<file path="config.mk">
export PLATFORM = sky130hd
export DESIGN_NAME = quadrature_knob_with_press_classifier_top
export DESIGN_NICKNAME = d
export VERILOG_FILES = /design/src/hw/rtl/qknob_pkg.sv /design/src/hw/rtl/quadrature_knob_with_press_classifier_top.sv
export SDC_FILE = /design/constraint.sdc
export NUM_CORES = 1
export LEC_CHECK = 0
export ABC_AREA = 1
export BUFFER_PORTS_ARGS = -buffer_cell sky130_fd_sc_hd__buf_4
export CAP_MARGIN = 0
export CORE_ASPECT_RATIO = 1.5
export CORE_MARGIN = 3
export CORE_UTILIZATION = 40
export DETAILED_ROUTE_END_ITERATION = 6
export GPL_TIMING_DRIVEN = 0
export PLACE_DENSITY_LB_ADDON = 0.3
export SETUP_SLACK_MARGIN = 0.15
export SLEW_MARGIN = 20
export SYNTH_ARGS = -nofsm -noshare
export SYNTH_HDL_FRONTEND = slang
export SYNTH_SLANG_ARGS = --single-unit
</file>
<file path="constraint.sdc">
create_clock -name clk -period 8.1 [get_ports clk]
set_input_delay 2.025 -clock clk [delete_from_list [all_inputs] [get_ports clk]]
set_output_delay 2.025 -clock clk [all_outputs]
set_load 0.1 [all_outputs]
</file>
<file path="src/hw/rtl/qknob_pkg.sv">
// ----------------------------------------------------------------------------
// qknob_pkg
// types, codes and the quadrature transition table of the knob decoder
// ----------------------------------------------------------------------------
package qknob_pkg;

    localparam int CFG_INDEX_W = 3;
    localparam int CFG_DATA_W  = 32;
    localparam int TIME_W      = 32;
    localparam int CFG_TIME_W  = 31;
    localparam int SPD_W       = 4;
    localparam int ACC_W       = 5;

    // item kinds
    localparam logic [1:0] CMD_AB     = 2'd0;
    localparam logic [1:0] CMD_BUTTON = 2'd1;
    localparam logic [1:0] CMD_TICK   = 2'd2;

    // result codes
    localparam logic [1:0] ROT_NONE = 2'd0;
    localparam logic [1:0] ROT_CW   = 2'd1;
    localparam logic [1:0] ROT_CCW  = 2'd2;
    localparam logic [1:0] BTN_NONE  = 2'd0;
    localparam logic [1:0] BTN_SHORT = 2'd1;
    localparam logic [1:0] BTN_LONG  = 2'd2;

    // register indexes
    localparam logic [CFG_INDEX_W-1:0] REG_STEPS_PER_DETENT   = 3'd0;
    localparam logic [CFG_INDEX_W-1:0] REG_INVERT_DIRECTION   = 3'd1;
    localparam logic [CFG_INDEX_W-1:0] REG_DEBOUNCE_TIME_US   = 3'd2;
    localparam logic [CFG_INDEX_W-1:0] REG_LONG_PRESS_TIME_US = 3'd3;
    localparam logic [CFG_INDEX_W-1:0] REG_INITIAL_AB_PHASE   = 3'd4;

    // reset values
    localparam logic [SPD_W-1:0]      RST_STEPS_PER_DETENT   = 4'd4;
    localparam logic                  RST_INVERT_DIRECTION   = 1'b1;
    localparam logic [CFG_TIME_W-1:0] RST_DEBOUNCE_TIME_US   = 31'd15000;
    localparam logic [CFG_TIME_W-1:0] RST_LONG_PRESS_TIME_US = 31'd2000000;
    localparam logic [1:0]            RST_INITIAL_AB_PHASE   = 2'h3;

    typedef struct packed {
        logic [1:0]        cmd;
        logic [1:0]        ab_phase;
        logic              button_level;
        logic [TIME_W-1:0] now_us;
    } in_t;

    typedef struct packed {
        logic [1:0] rotate_event;
        logic [1:0] button_event;
    } out_t;

    // direction from {last phase, new phase}
    function automatic logic signed [1:0] quad_dir(input logic [3:0] idx);
        logic signed [1:0] d;
        case (idx)
            4'd1, 4'd7, 4'd8, 4'd14: d = -2'sd1;
            4'd2, 4'd4, 4'd11, 4'd13: d = 2'sd1;
            default: d = 2'sd0;
        endcase
        return d;
    endfunction

endpackage

</file>
<file path="src/hw/rtl/quadrature_knob_with_press_classifier_top.sv">
// ----------------------------------------------------------------------------
// quadrature_knob_with_press_classifier_top
// path: an item passes from input transfer through the input reg, then the result reg
// throughput: one item per cycle unless out_ready stalls the result reg; state updates as each item moves on
// reset: asynchronous active low, registers at defaults, last phase 3, no hold
// ----------------------------------------------------------------------------
module quadrature_knob_with_press_classifier_top
    import qknob_pkg::*;
(
    input  logic                   clk,
    input  logic                   rst_n,
    input  logic                   in_valid,
    output logic                   in_ready,
    input  in_t                    in_data,
    output logic                   out_valid,
    input  logic                   out_ready,
    output out_t                   out_data,
    input  logic                   cfg_valid,
    output logic                   cfg_ready,
    input  logic [CFG_INDEX_W-1:0] cfg_index,
    input  logic [CFG_DATA_W-1:0]  cfg_data
);

    logic [SPD_W-1:0]      steps_reg;
    logic                  invert_reg;
    logic [CFG_TIME_W-1:0] debounce_reg;
    logic [CFG_TIME_W-1:0] long_reg;

    logic                  s1_valid_reg;
    in_t                   s1_data_reg;
    logic                  out_valid_reg;
    out_t                  out_data_reg;

    logic [1:0]            last_phase_reg, last_phase_next;
    logic [ACC_W-1:0]      acc_reg, acc_next;
    logic                  pressed_reg, pressed_next;
    logic                  long_rep_reg, long_rep_next;
    logic [TIME_W-1:0]     change_time_reg, change_time_next;
    logic [TIME_W-1:0]     start_time_reg, start_time_next;
    out_t                  res;

    logic                  out_take;
    logic                  s1_move;

    logic signed [1:0]     dir;
    logic signed [ACC_W:0] spd;
    logic signed [ACC_W:0] sum;
    logic [TIME_W-1:0]     since_change;
    logic [TIME_W-1:0]     held;
    logic                  skip_check;

    assign cfg_ready = 1'b1;

    // configuration; phase load applies only at reset
    always_ff @(posedge clk or negedge rst_n)
    begin
        if (!rst_n)
        begin
            steps_reg    <= RST_STEPS_PER_DETENT;
            invert_reg   <= RST_INVERT_DIRECTION;
            debounce_reg <= RST_DEBOUNCE_TIME_US;
            long_reg     <= RST_LONG_PRESS_TIME_US;
        end
        else if (cfg_valid && cfg_ready)
        begin
            unique case (cfg_index)
                REG_STEPS_PER_DETENT:   steps_reg    <= cfg_data[SPD_W-1:0];
                REG_INVERT_DIRECTION:   invert_reg   <= cfg_data[0];
                REG_DEBOUNCE_TIME_US:   debounce_reg <= cfg_data[CFG_TIME_W-1:0];
                REG_LONG_PRESS_TIME_US: long_reg     <= cfg_data[CFG_TIME_W-1:0];
                REG_INITIAL_AB_PHASE:   ;
                default:                ;
            endcase
        end
    end

    // handshake
    assign out_take  = !out_valid_reg || out_ready;
    assign s1_move   = s1_valid_reg && out_take;
    assign in_ready  = !s1_valid_reg || out_take;
    assign out_valid = out_valid_reg;
    assign out_data  = out_data_reg;

    always_ff @(posedge clk or negedge rst_n)
    begin
        if (!rst_n)
        begin
            s1_valid_reg  <= 1'b0;
            out_valid_reg <= 1'b0;
        end
        else
        begin
            if (in_ready)
            begin
                s1_valid_reg <= in_valid;
            end
            if (out_take)
            begin
                out_valid_reg <= s1_valid_reg;
            end
        end
    end

    always_ff @(posedge clk)
    begin
        if (in_valid && in_ready)
        begin
            s1_data_reg <= in_data;
        end
        if (s1_move)
        begin
            out_data_reg <= res;
        end
    end

    // item processing
    always_comb
    begin
        last_phase_next  = last_phase_reg;
        acc_next         = acc_reg;
        pressed_next     = pressed_reg;
        long_rep_next    = long_rep_reg;
        change_time_next = change_time_reg;
        start_time_next  = start_time_reg;
        res.rotate_event = ROT_NONE;
        res.button_event = BTN_NONE;
        skip_check       = 1'b0;

        dir = quad_dir({last_phase_reg, s1_data_reg.ab_phase});
        if (invert_reg)
        begin
            dir = -dir;
        end
        spd = (steps_reg == '0) ? (ACC_W+1)'(1) : $signed({2'b00, steps_reg});
        sum = $signed({acc_reg[ACC_W-1], acc_reg}) + (ACC_W+1)'(dir);
        since_change = s1_data_reg.now_us - change_time_reg;
        held         = s1_data_reg.now_us - start_time_reg;

        case (s1_data_reg.cmd)
            CMD_AB:
            begin
                last_phase_next = s1_data_reg.ab_phase;
                if (dir != 2'sd0)
                begin
                    if (sum >= spd)
                    begin
                        acc_next         = ACC_W'(sum - spd);
                        res.rotate_event = ROT_CW;
                    end
                    else if (sum <= -spd)
                    begin
                        acc_next         = ACC_W'(sum + spd);
                        res.rotate_event = ROT_CCW;
                    end
                    else
                    begin
                        acc_next = ACC_W'(sum);
                    end
                end
            end
            CMD_BUTTON:
            begin
                if (!s1_data_reg.button_level)
                begin
                    if (since_change < {1'b0, debounce_reg})
                    begin
                        skip_check = 1'b1;
                    end
                    else
                    begin
                        change_time_next = s1_data_reg.now_us;
                        if (!pressed_reg)
                        begin
                            pressed_next    = 1'b1;
                            start_time_next = s1_data_reg.now_us;
                            long_rep_next   = 1'b0;
                        end
                    end
                end
                else if (pressed_reg)
                begin
                    change_time_next = s1_data_reg.now_us;
                    pressed_next     = 1'b0;
                    long_rep_next    = 1'b0;
                    if (held < {1'b0, debounce_reg})
                    begin
                        skip_check = 1'b1;
                    end
                    else if (!long_rep_reg)
                    begin
                        res.button_event = (held >= {1'b0, long_reg}) ? BTN_LONG : BTN_SHORT;
                    end
                end
            end
            default:
            begin
            end
        endcase

        // mid-hold long press
        if (!skip_check && pressed_next && !long_rep_next &&
            (s1_data_reg.now_us - start_time_next) >= {1'b0, long_reg})
        begin
            long_rep_next    = 1'b1;
            res.button_event = BTN_LONG;
        end
    end

    always_ff @(posedge clk or negedge rst_n)
    begin
        if (!rst_n)
        begin
            last_phase_reg  <= RST_INITIAL_AB_PHASE;
            acc_reg         <= '0;
            pressed_reg     <= 1'b0;
            long_rep_reg    <= 1'b0;
            change_time_reg <= '0;
            start_time_reg  <= '0;
        end
        else if (s1_move)
        begin
            last_phase_reg  <= last_phase_next;
            acc_reg         <= acc_next;
            pressed_reg     <= pressed_next;
            long_rep_reg    <= long_rep_next;
            change_time_reg <= change_time_next;
            start_time_reg  <= start_time_next;
        end
    end

endmodule

</file>
# --- Yosys cells after proc, flatten, opt, wreduce, memory -nomap -nowiden ---
# Memory sizes are Yosys's and may differ from the RTL's.
# Cells that the tools add are included.
totals:
  romBits: 32
  out_inout_bits: 7
  inputBits: 77
  wordCells: 104
  reg_bits: 183
  mem_count: 1
classes:
  bitwise_logic: 5
  muxes: 33
  n_eq_ne: 6
  order_cmp: 6
  reduce_logical: 25
  add_sub_neg: 8
mem_list:
  columns: ["memory", "depth", "word_bits", "read_ports", "rd_clocked_by_memory_dff", "wr", "line", "text"]
  rows:
  - ["(name not given)", 16, 2, 1, 0, 0, "qknob_pkg.sv:56", "case (idx)"]
op_table:
  columns: ["operator", "count"]
  rows:
  - ["32-bit 2-to-1 mux", 7]
  - ["32-bit subtractor", 3]
  - ["32-bit by 31-bit >= comparator with 1-bit output", 2]
  - ["32-bit by 31-bit < comparator with 1-bit output", 2]
  - ["2-bit 2-to-1 mux", 8]
  - ["1-bit 2-to-1 mux", 15]
  - ["2-bit AND reduction", 6]
  - ["5-bit 2-to-1 mux", 2]
  - ["5-bit by 2-bit adder with 6-bit output", 1]
  - ["3-bit by 2-bit equality test with 1-bit output, second input constant", 2]
  - ["6-bit by 5-bit >= comparator with 1-bit output", 1]
  - ["6-bit <= comparator", 1]
  - ["4-bit negation with 6-bit output", 1]
  - ["6-bit OR reduction", 1]
  - ["5-bit adder", 1]
  - ["1-bit logical AND", 5]
  - ["1-bit NOT", 5]
  - ["5-bit subtractor", 1]
  - ["1-bit logical NOT", 4]
  - ["4-bit logical NOT", 1]
  - ["4-bit 2-to-1 mux", 1]
  - ["4-bit AND reduction", 1]
  - ["3-bit by 1-bit equality test with 1-bit output, second input constant", 1]
  - ["3-bit logical NOT", 1]
  - ["9 further kinds", 10]

# --- Depth between registers and ports, before layout ---
# Gate-level depths: netlist of run 1.
logic_depth:
  depth_word: 11
  mapped_depth: 58
  depth_no_buf: 57

# --- Worst setup path before layout of run 1 ---
# OpenSTA, ideal clock, no wires.
synth_timing:
  path_kind: "flip-flop to flip-flop"
  from: "register s1_data_reg[1] (netlist bit)"
  to: "register out_data_reg (netlist bit out_data[1]) (data pin)"
  slack_ns: 1.126
  required_ns: 7.848
  setup_time_ns: 0.252
  path_buffers: 2
  synth_period_minus_slack_ns: 6.974
  t_arrival_ns: 6.721
  path_stages_with_launch: 50
  cell_sequence: "edfxtp_1 -> ha_1 -> nand3_1 -> nand2_1 -> nand2_1 -> nand2_1 -> nand2_1 -> nand2_2 -> a21oi_1 -> o31ai_1 -> a21oi_1 -> o211ai_1 -> xor2_1 -> inv_1 -> ha_1 -> nand3_1 -> o211ai_2 -> clkinv_1 -> (+14 left out) -> a21oi_1 -> o21ai_2 -> a21oi_1 -> xnor2_1 -> ha_1 -> nand2_1 -> o21ai_0 -> a31oi_1 -> o21a_1 -> nand2_1 -> nand2_1 -> nand2_1 -> nand2_1 -> nand2_1 -> a21oi_1 -> nand3_1 -> nand2_1 -> nand2_1"
synth_between:
  word_cells_on_any_way: 33
  classes_between: "add/sub (3); order compare (4); mux (21); reduce/logical (5)"
synth_lines:
  columns: ["element", "line", "text"]
  rows:
  - ["start, declared", "quadrature_knob_with_press_classifier_top.sv:30", "in_t s1_data_reg;"]
  - ["start signal, assigned", "quadrature_knob_with_press_classifier_top.sv:108", "s1_data_reg <= in_data;"]
  - ["32-bit subtractor", "quadrature_knob_with_press_classifier_top.sv:136", "since_change = s1_data_reg.now_us - change_time_reg;"]
  - ["32-bit by 31-bit < comparator with 1-bit output", "quadrature_knob_with_press_classifier_top.sv:165", "if (since_change < {1'b0, debounce_reg})"]
  - ["32-bit 2-to-1 mux", "quadrature_knob_with_press_classifier_top.sv:165", null]
  - ["32-bit 2-to-1 mux", "quadrature_knob_with_press_classifier_top.sv:163", "if (!s1_data_reg.button_level)"]
  - ["32-bit 2-to-1 mux", "quadrature_knob_with_press_classifier_top.sv:139", "case (s1_data_reg.cmd)"]
  - ["net start_time_next[0]", "quadrature_knob_with_press_classifier_top.sv:39", "logic [TIME_W-1:0] start_time_reg, start_time_next;"]
  - ["32-bit subtractor", "quadrature_knob_with_press_classifier_top.sv:202", "(s1_data_reg.now_us - start_time_next) >= {1'b0, long_reg})"]
  - ["32-bit by 31-bit >= comparator with 1-bit output", "quadrature_knob_with_press_classifier_top.sv:202", null]
  - ["1-bit logical AND", "quadrature_knob_with_press_classifier_top.sv:201", "if (!skip_check && pressed_next && !long_rep_next &&"]
  - ["end signal, assigned", "quadrature_knob_with_press_classifier_top.sv:112", "out_data_reg <= res;"]
  - ["end, declared", "quadrature_knob_with_press_classifier_top.sv:32", "out_t out_data_reg;"]
# The timed path passes the listed nets, and every way through them passes these cells.
# A chain may end at the register's enable or synchronous reset.

# --- Final worst setup path of run 1 ---
layout_timing:
  from: "register s1_data_reg[15] (netlist bit)"
  to: "register out_data_reg (netlist bit out_data[1]) (data pin)"
layout_between:
  elab_chain_cells: 10
  word_cells_on_any_way: 33
  classes_between: "add/sub (3); order compare (4); mux (21); reduce/logical (5)"
layout_rtl:
  columns: ["element"]
  rows:
  - ["parallel branches: the longest is 10 deep, another holds 32-bit subtractor"]
# Parallel ways; which one is timed is not known.

==> results of run 1 <==
-- cell type report --
cell class | instances | area, µm²
plain buffers | 35 | 246
clock buffers | 19 | 475
clock inverters | 13 | 195
fillers | 3738 | 19700
inverters | 326 | 1220
multi-input cells | 1442 | 9620
flip-flops and latches | 183 | 4810
well taps | 489 | 612
repair buffers | 122 | 956
-- critical path, delay by kind of cell, from the launching register on --
| family | cells | cell delay (ps) |
|---|---|---|
| fa+ha+maj | 4 | 1460 |
| flops | 1 | 490 |
| xor+xnor | 2 | 500 |
| buf+inv | 3 | 380 |
| simple gates | 27 | 2570 |
| compound gates | 13 | 2030 |
-- synthesized netlist by cell type, drive strengths merged (7+ instances only) --
library cell,number,area (µm²)
nand2,462,1750
inv,324,1220
ha,239,2990
o21ai,224,1240
a21oi,154,771
dfrtp,124,3100
nor2,77,292
xor2,62,543
nand3,51,273
edfxtp,41,1230
xnor2,33,289
nor3,23,115
nand4,21,153
clkbuf,18,67.6
dfstp,18,473
buf,17,130
a21o,15,113
a31oi,15,93.8
a211oi,9,67.6
a21boi,7,52.6
-- metrics by stage --
stage                     cell area, µm²  setup WS (ps)
after floorplan                    15400           1130
after global placement             16700           -906
after detailed placement           16700           -978
after CTS                          17600            155
after global routing               18100          -24.7
final                              18100            402
-- routing by layer --
metal | global-route usage (%) | part of all wire, %
met5 | 0 | 0
met4 | 12.1 | 5.9
met3 | 2.71 | 3.1
met2 | 40.9 | 52
met1 | 23.3 | 38
-- cells by family (layout without fill, tap and decap cells) --
family | after synthesis | after routing | synth area share, %
adders and majority gates | 245 | 245 | 20.1
DFF | 183 | 183 | 31.1
buffers and inverters | 361 | 515 | 9.21
xor gates and xnor gates | 95 | 95 | 5.39
other | 2 | 2 | 0.0486
muxes | 1 | 1 | 0.0729
AOI/OAI and AO/OA | 456 | 456 | 16.9
and+or+nand+nor | 643 | 643 | 17.1
-- final timing paths --
kind / from / endpoint / cells past startpoint
max in group asynchronous: rst_n / debounce_reg[7]$_DFFE_PN1P_ / 2
min in group asynchronous: rst_n / start_time_reg[24]$_DFFE_PN0P_ / 1
hold / removal: change_time_reg[27]$_DFFE_PN0P_ / change_time_reg[27]$_DFFE_PN0P_ / 2
setup reg to reg: s1_data_reg[15]$_DFFE_PP_ / out_data[1]$_SDFFCE_PP1P_ / 49
hold reg to reg: change_time_reg[27]$_DFFE_PN0P_ / change_time_reg[27]$_DFFE_PN0P_ / 2
setup / recovery: s1_data_reg[15]$_DFFE_PP_ / out_data[1]$_SDFFCE_PP1P_ / 49
-- placed cells by master, fill, tap and decap left out, types with 55 or more instances in the layout --
cell | synthesis | routed
nand2_1 | 455 | 446
ha_1 | 239 | 227
buf_4 | 2 | 120
dfrtp_1 | 124 | 124
o21ai_0 | 142 | 136
xor2_1 | 62 | 61
nor2_1 | 76 | 73
a21oi_1 | 154 | 142
o21ai_1 | 52 | 55
inv_1 | 324 | 321
-- power breakdown --
| part | total (mW) | switching [mW] | internal [mW] |
|---|---|---|---|
| registers | 1.39 | 0.166 | 1.22 |
| logic | 6.27 | 3.82 | 2.46 |
| clock network | 0.932 | 0.446 | 0.486 |
-- what timing repair did --
| item | 4_1_cts | 5_1_grt |
|---|---|---|
| pin swaps | 6 | 30 |
| endpoints found under the setup margin | 2 | 2 |
| buffers inserted | 10 | 29 |
| hold buffers | 0 | 0 |
| resized for setup | 33 | 66 |
==> impl_metrics.env, run 1 <==
export IMPL_status="finished, final reports clean"
export IMPL_core_mm2=0.0379
export IMPL_power_static_leakage_nw=9.19
export IMPL_grt_overflow=0
export IMPL_fin_setup_tns_ps=0
export IMPL_synthFlopType="dfrtp_1"
export IMPL_ir_drop_v=0.000185
export IMPL_cts_max_level=4
export IMPL_cts_root_buffer="clkbuf_16"
export IMPL_hold_viol_final=0
export IMPL_ys_seq_area_share_pct=31.1
export IMPL_ys_warnings_count=0
export IMPL_cts_max_path_buffers=2
export IMPL_synthesis_nets=2308
export IMPL_relSlewSlack_pct=46.8
export IMPL_power_mw=8.60
export IMPL_cts_sinks=183
export IMPL_cts_buffers_inserted=17
export IMPL_grt_pass1_vias=13600
export IMPL_area_growth_pct=17.5
export IMPL_cp_slowest_cell="edfxtp_1"
export IMPL_max_stage_delay_ps=490
export IMPL_grt_pass1_wl_um=70100
export IMPL_required_ps=8330
export IMPL_die_height_um=247
export IMPL_synth_edf_count=41
export IMPL_cp_arrival_ps=7930
export IMPL_startpoint_type="register"
export IMPL_dp_cells=2558
export IMPL_synth_area_mm2=0.0154
export IMPL_path_class="reg -> reg"
export IMPL_clk_latency_ps=470
export IMPL_rows=87
export IMPL_path_clk_slew_ps=80
export IMPL_dp_hpwl_um=36500
export IMPL_crit_fanout=10
export IMPL_port_buffers=81
export IMPL_ant_nets=0
export IMPL_die_area_mm2=0.0410
export IMPL_track_usage_pct=21.7
export IMPL_tritoncts="built"
export IMPL_num_vias=13600
export IMPL_boundaryPins=84
export IMPL_fmax_ghz=0.130
export IMPL_whs_ps=487
export IMPL_n_antenna_cell=0
export IMPL_grt_max_degree=80
export IMPL_min_period_ps=7700
export IMPL_synth_seq_cells=183
export IMPL_drt_vias_per_instance=5.17
export IMPL_antenna_found_initial=0
export IMPL_drt_initial_drc_count=694
export IMPL_synthArstFlopShare_pct=77.6
export IMPL_hp_class="reg -> reg"
export IMPL_tightest_slew_ps=795
export IMPL_rrSetupSlack_ps=400
export IMPL_final_util_pct=47.9
export IMPL_drc=0
export IMPL_start_util_pct=40.8
export IMPL_layout_cells_non_filler=2629
export IMPL_largest_register_ffs=37
export IMPL_finalSetupViolCount=0
export IMPL_synth_cell_types=59
export IMPL_period_share_pct=95.0
export IMPL_fin_nets=2449
export IMPL_fin_skew_ps=14.1
export IMPL_crit_top_cell="nand2_1"
export IMPL_dieWidth_um=166
export IMPL_end_kind="register"
export IMPL_first_pass_iters=5
export IMPL_wl_per_cell_um=17.1
export IMPL_avgSynthCellArea_um2=7.77
export IMPL_maxCapViolations=0
export IMPL_powerDensity_mw_per_mm2=474
export IMPL_drive_gt1_share_pct=13.9
export IMPL_drt_wl_total_um=45100
export IMPL_syn_inst=1986
export IMPL_drv_slew=0
export IMPL_place_congestion=0.963
(Power assumes the default switching activity.)
==> run 2: changes to the inputs <==
--- a/config.mk
+++ b/config.mk
@@ -8,6 +8,8 @@
 export ABC_AREA = 1
 export BUFFER_PORTS_ARGS = -buffer_cell sky130_fd_sc_hd__buf_4
 export CAP_MARGIN = 0
+export CELL_PAD_IN_SITES_DETAIL_PLACEMENT = 0
+export CELL_PAD_IN_SITES_GLOBAL_PLACEMENT = 1
 export CORE_ASPECT_RATIO = 1.5
 export CORE_MARGIN = 3
 export CORE_UTILIZATION = 40
@@ -19,3 +21,4 @@
 export SYNTH_ARGS = -nofsm -noshare
 export SYNTH_HDL_FRONTEND = slang
 export SYNTH_SLANG_ARGS = --single-unit
+export TNS_END_PERCENT = 10
==> run 2 against run 1 <==
Net effect: cell area is 0.18% higher; die area is the same; first-iteration DRC count shrank 11%; fmax is 3.9% higher; worst setup slack improved by 290 ps; highest routed layer unchanged; core utilization up 0.086 points; via count shrank 0.61%; critical endpoint unchanged.
==> impl_metrics.env, run 2 (synthesis gave the netlist of run 1 again) <==
export IMPL_grt_pass1_vias=13400
export IMPL_seqPwrFrac_pct=16.1
export IMPL_final_area_mm2=0.0182
export IMPL_r2r_start="s1_data_reg[7]$_DFFE_PP_"
export IMPL_drt_wl_total_um=46400
export IMPL_place_area_mm2=0.0167
export IMPL_hold_viol_final=0
export IMPL_power_frac_clock_pct=10.0
export IMPL_rows=87
export IMPL_max_stage_delay_ps=510
export IMPL_cts_root_buffer="clkbuf_16"
export IMPL_area_growth_pct=17.7
export IMPL_fin_skew_ps=13.5
export IMPL_min_period_ps=7410
export IMPL_required_ps=8330
export IMPL_cp_arrival_ps=7640
export IMPL_rrSetupSlack_ps=690
export IMPL_reg2reg_to="out_data[1]$_SDFFCE_PP1P_"
export IMPL_reg2regPathDepth=48
export IMPL_p_sw_mw=4.44
export IMPL_grt_pass1_wl_um=71100
export IMPL_final_common_cell="nand2_1"
export IMPL_drive_gt1_share_pct=14.4
export IMPL_drv_slew=0
export IMPL_worst_hold_path_endpoint="change_time_reg[19]$_DFFE_PN0P_"
export IMPL_ir_drop_v=0.000186
export IMPL_ant_nets=0
export IMPL_dieWidth_um=166
export IMPL_drt_vias_per_instance=5.13
export IMPL_status="finished, final reports clean"
export IMPL_combPwrFrac_pct=73.8
export IMPL_grt_overflow=0
export IMPL_whs_path_depth=2
export IMPL_finalSetupViolCount=0
export IMPL_n_antenna_cell=0
export IMPL_tightest_slew_ps=798
export IMPL_multiInputGateArea_mm2=0.00970
export IMPL_crit_top_cell="nand2_1"
export IMPL_cts_max_level=4
export IMPL_period_share_pct=91.5
export IMPL_cp_slowest_cell="edfxtp_1"
export IMPL_path_class="reg -> reg"
export IMPL_grt_max_degree=80
export IMPL_final_util_pct=48.0
export IMPL_port_buffers=81
export IMPL_core_mm2=0.0379
export IMPL_track_usage_pct=22.3
export IMPL_clk_latency_ps=470
export IMPL_fin_nets=2454
export IMPL_fmax_ghz=0.135
export IMPL_cts_hold_buffers=0
export IMPL_fill_cells=3777
export IMPL_hp_start="change_time_reg[19]$_DFFE_PN0P_"
export IMPL_relSlewSlack_pct=46.6
export IMPL_die_area_mm2=0.0410
export IMPL_dp_hpwl_um=37700
export IMPL_p_sw_share_pct=51.7
export IMPL_power_static_leakage_nw=9.18
export IMPL_hp_class="reg -> reg"
export IMPL_place_congestion=0.966
export IMPL_rsz0062_at_grt="false"
export IMPL_boundaryPins=84
export IMPL_tritoncts="built"
export IMPL_cts_sinks=183
export IMPL_cts_max_path_buffers=2
export IMPL_first_pass_iters=6
export IMPL_final_seq_area_mm2=0.00481
export IMPL_cts_buffers_inserted=17
export IMPL_p_int_mw=4.15
export IMPL_die_height_um=247
export IMPL_end_kind="register"
export IMPL_final_cell_mix="444 x nand2_1, 321 x inv_1, 221 x ha_1, 140 x a21oi_1, 137 x o21ai_0"
export IMPL_crit_fanout=10
export IMPL_drt_initial_drc_count=617
export IMPL_antenna_found_initial=0
export IMPL_largest_register_ffs=37
export IMPL_startpoint_type="register"
export IMPL_wl_per_cell_um=17.6
export IMPL_maxCapViolations=0
export IMPL_start_util_pct=40.8
export IMPL_drc=0
export IMPL_path_clk_slew_ps=80
export IMPL_powerDensity_mw_per_mm2=473
export IMPL_num_vias=13500
==> run 2: changes by cell type in the layout (fill, tap and decap cells not counted), moves of 4 or more <==
cell      before  now
buf_4        120  126
clkinv_8       7    2
ha_1         227  221
ha_4          10   14
==> run 2: routing by layer <==
metal	wire length, µm	part of all wire (%)	GRT usage (%)
met1	18300	39	24.1
met3	1120	2.4	2.68
met5	0	0	0
met4	2320	5.0	11.2
met2	24700	53	42.3
==> run 2: critical path: cells and delay by family, from the launching register on <==
kind,cells,cell delay [ps]
AOI/OAI and AO/OA,14,2220
adders and majority gates,4,1300
DFF,1,510
xor gates and xnor gates,2,450
buffers and inverters,4,530
and+or+nand+nor,24,2150
==> run 2: stage by stage <==
step | power [mW] | setup TNS, ps | hold slack, ps | setup slack (ps) | std cells
5_1_grt | 9.54 | 0 | 504 | 106 | 2634
3_5_place_dp | 7.29 | -1820 | 468 | -957 | 2558
6_report | 8.59 | 0 | 482 | 690 | 2634
3_3_place_gp | 7.15 | -1640 | 466 | -881 | 2556
2_1_floorplan | 5.73 | 0 | 453 | 1130 | 1986
4_1_cts | 8.28 | 0 | 486 | 153 | 2602
==> run 2: repair_timing <==
action                                  in CTS  in global routing
resized for setup                           32                 77
endpoints found under the setup margin       2                  2
gates cloned                                 0                  0
buffers inserted                            12                 33
pin swaps                                    4                 34
==> run 2: worst max-delay path by stage <==
stage | start | endpoint | slack (ps)
4_1_cts | s1_data_reg[2]$_DFFE_PP_ | out_data[1]$_SDFFCE_PP1P_ | 150
3_3_place_gp | s1_data_reg[1]$_DFFE_PP_ | out_data[1]$_SDFFCE_PP1P_ | -880
6_report | s1_data_reg[7]$_DFFE_PP_ | out_data[1]$_SDFFCE_PP1P_ | 690
2_1_floorplan | s1_data_reg[1]$_DFFE_PP_ | out_data[1]$_SDFFCE_PP1P_ | 1130
5_1_grt | s1_data_reg[12]$_DFFE_PP_ | out_data[1]$_SDFFCE_PP1P_ | 110
3_5_place_dp | s1_data_reg[1]$_DFFE_PP_ | out_data[1]$_SDFFCE_PP1P_ | -960
==> run 2: power by group through the flow <==
stage | Combinational (mW) | Sequential, mW | Clock, mW
2_1_floorplan | 4.33 | 1.40 | 0
6_report | 6.35 | 1.39 | 0.862
5_1_grt | 7.20 | 1.42 | 0.914
3_3_place_gp | 5.75 | 1.40 | 0
3_5_place_dp | 5.88 | 1.41 | 0
4_1_cts | 6.01 | 1.39 | 0.886
==> run 2: cell type report <==
| cell class | count | share of cell area, % |
|---|---|---|
| timing repair buffer | 128 | 5.51 |
| clock inverter | 13 | 0.744 |
| inverter | 326 | 6.73 |
| tap | 489 | 3.37 |
| sequential | 183 | 26.5 |
| clock buffer | 19 | 2.50 |
| buffer | 34 | 1.33 |
| multi-input combinational | 1442 | 53.4 |
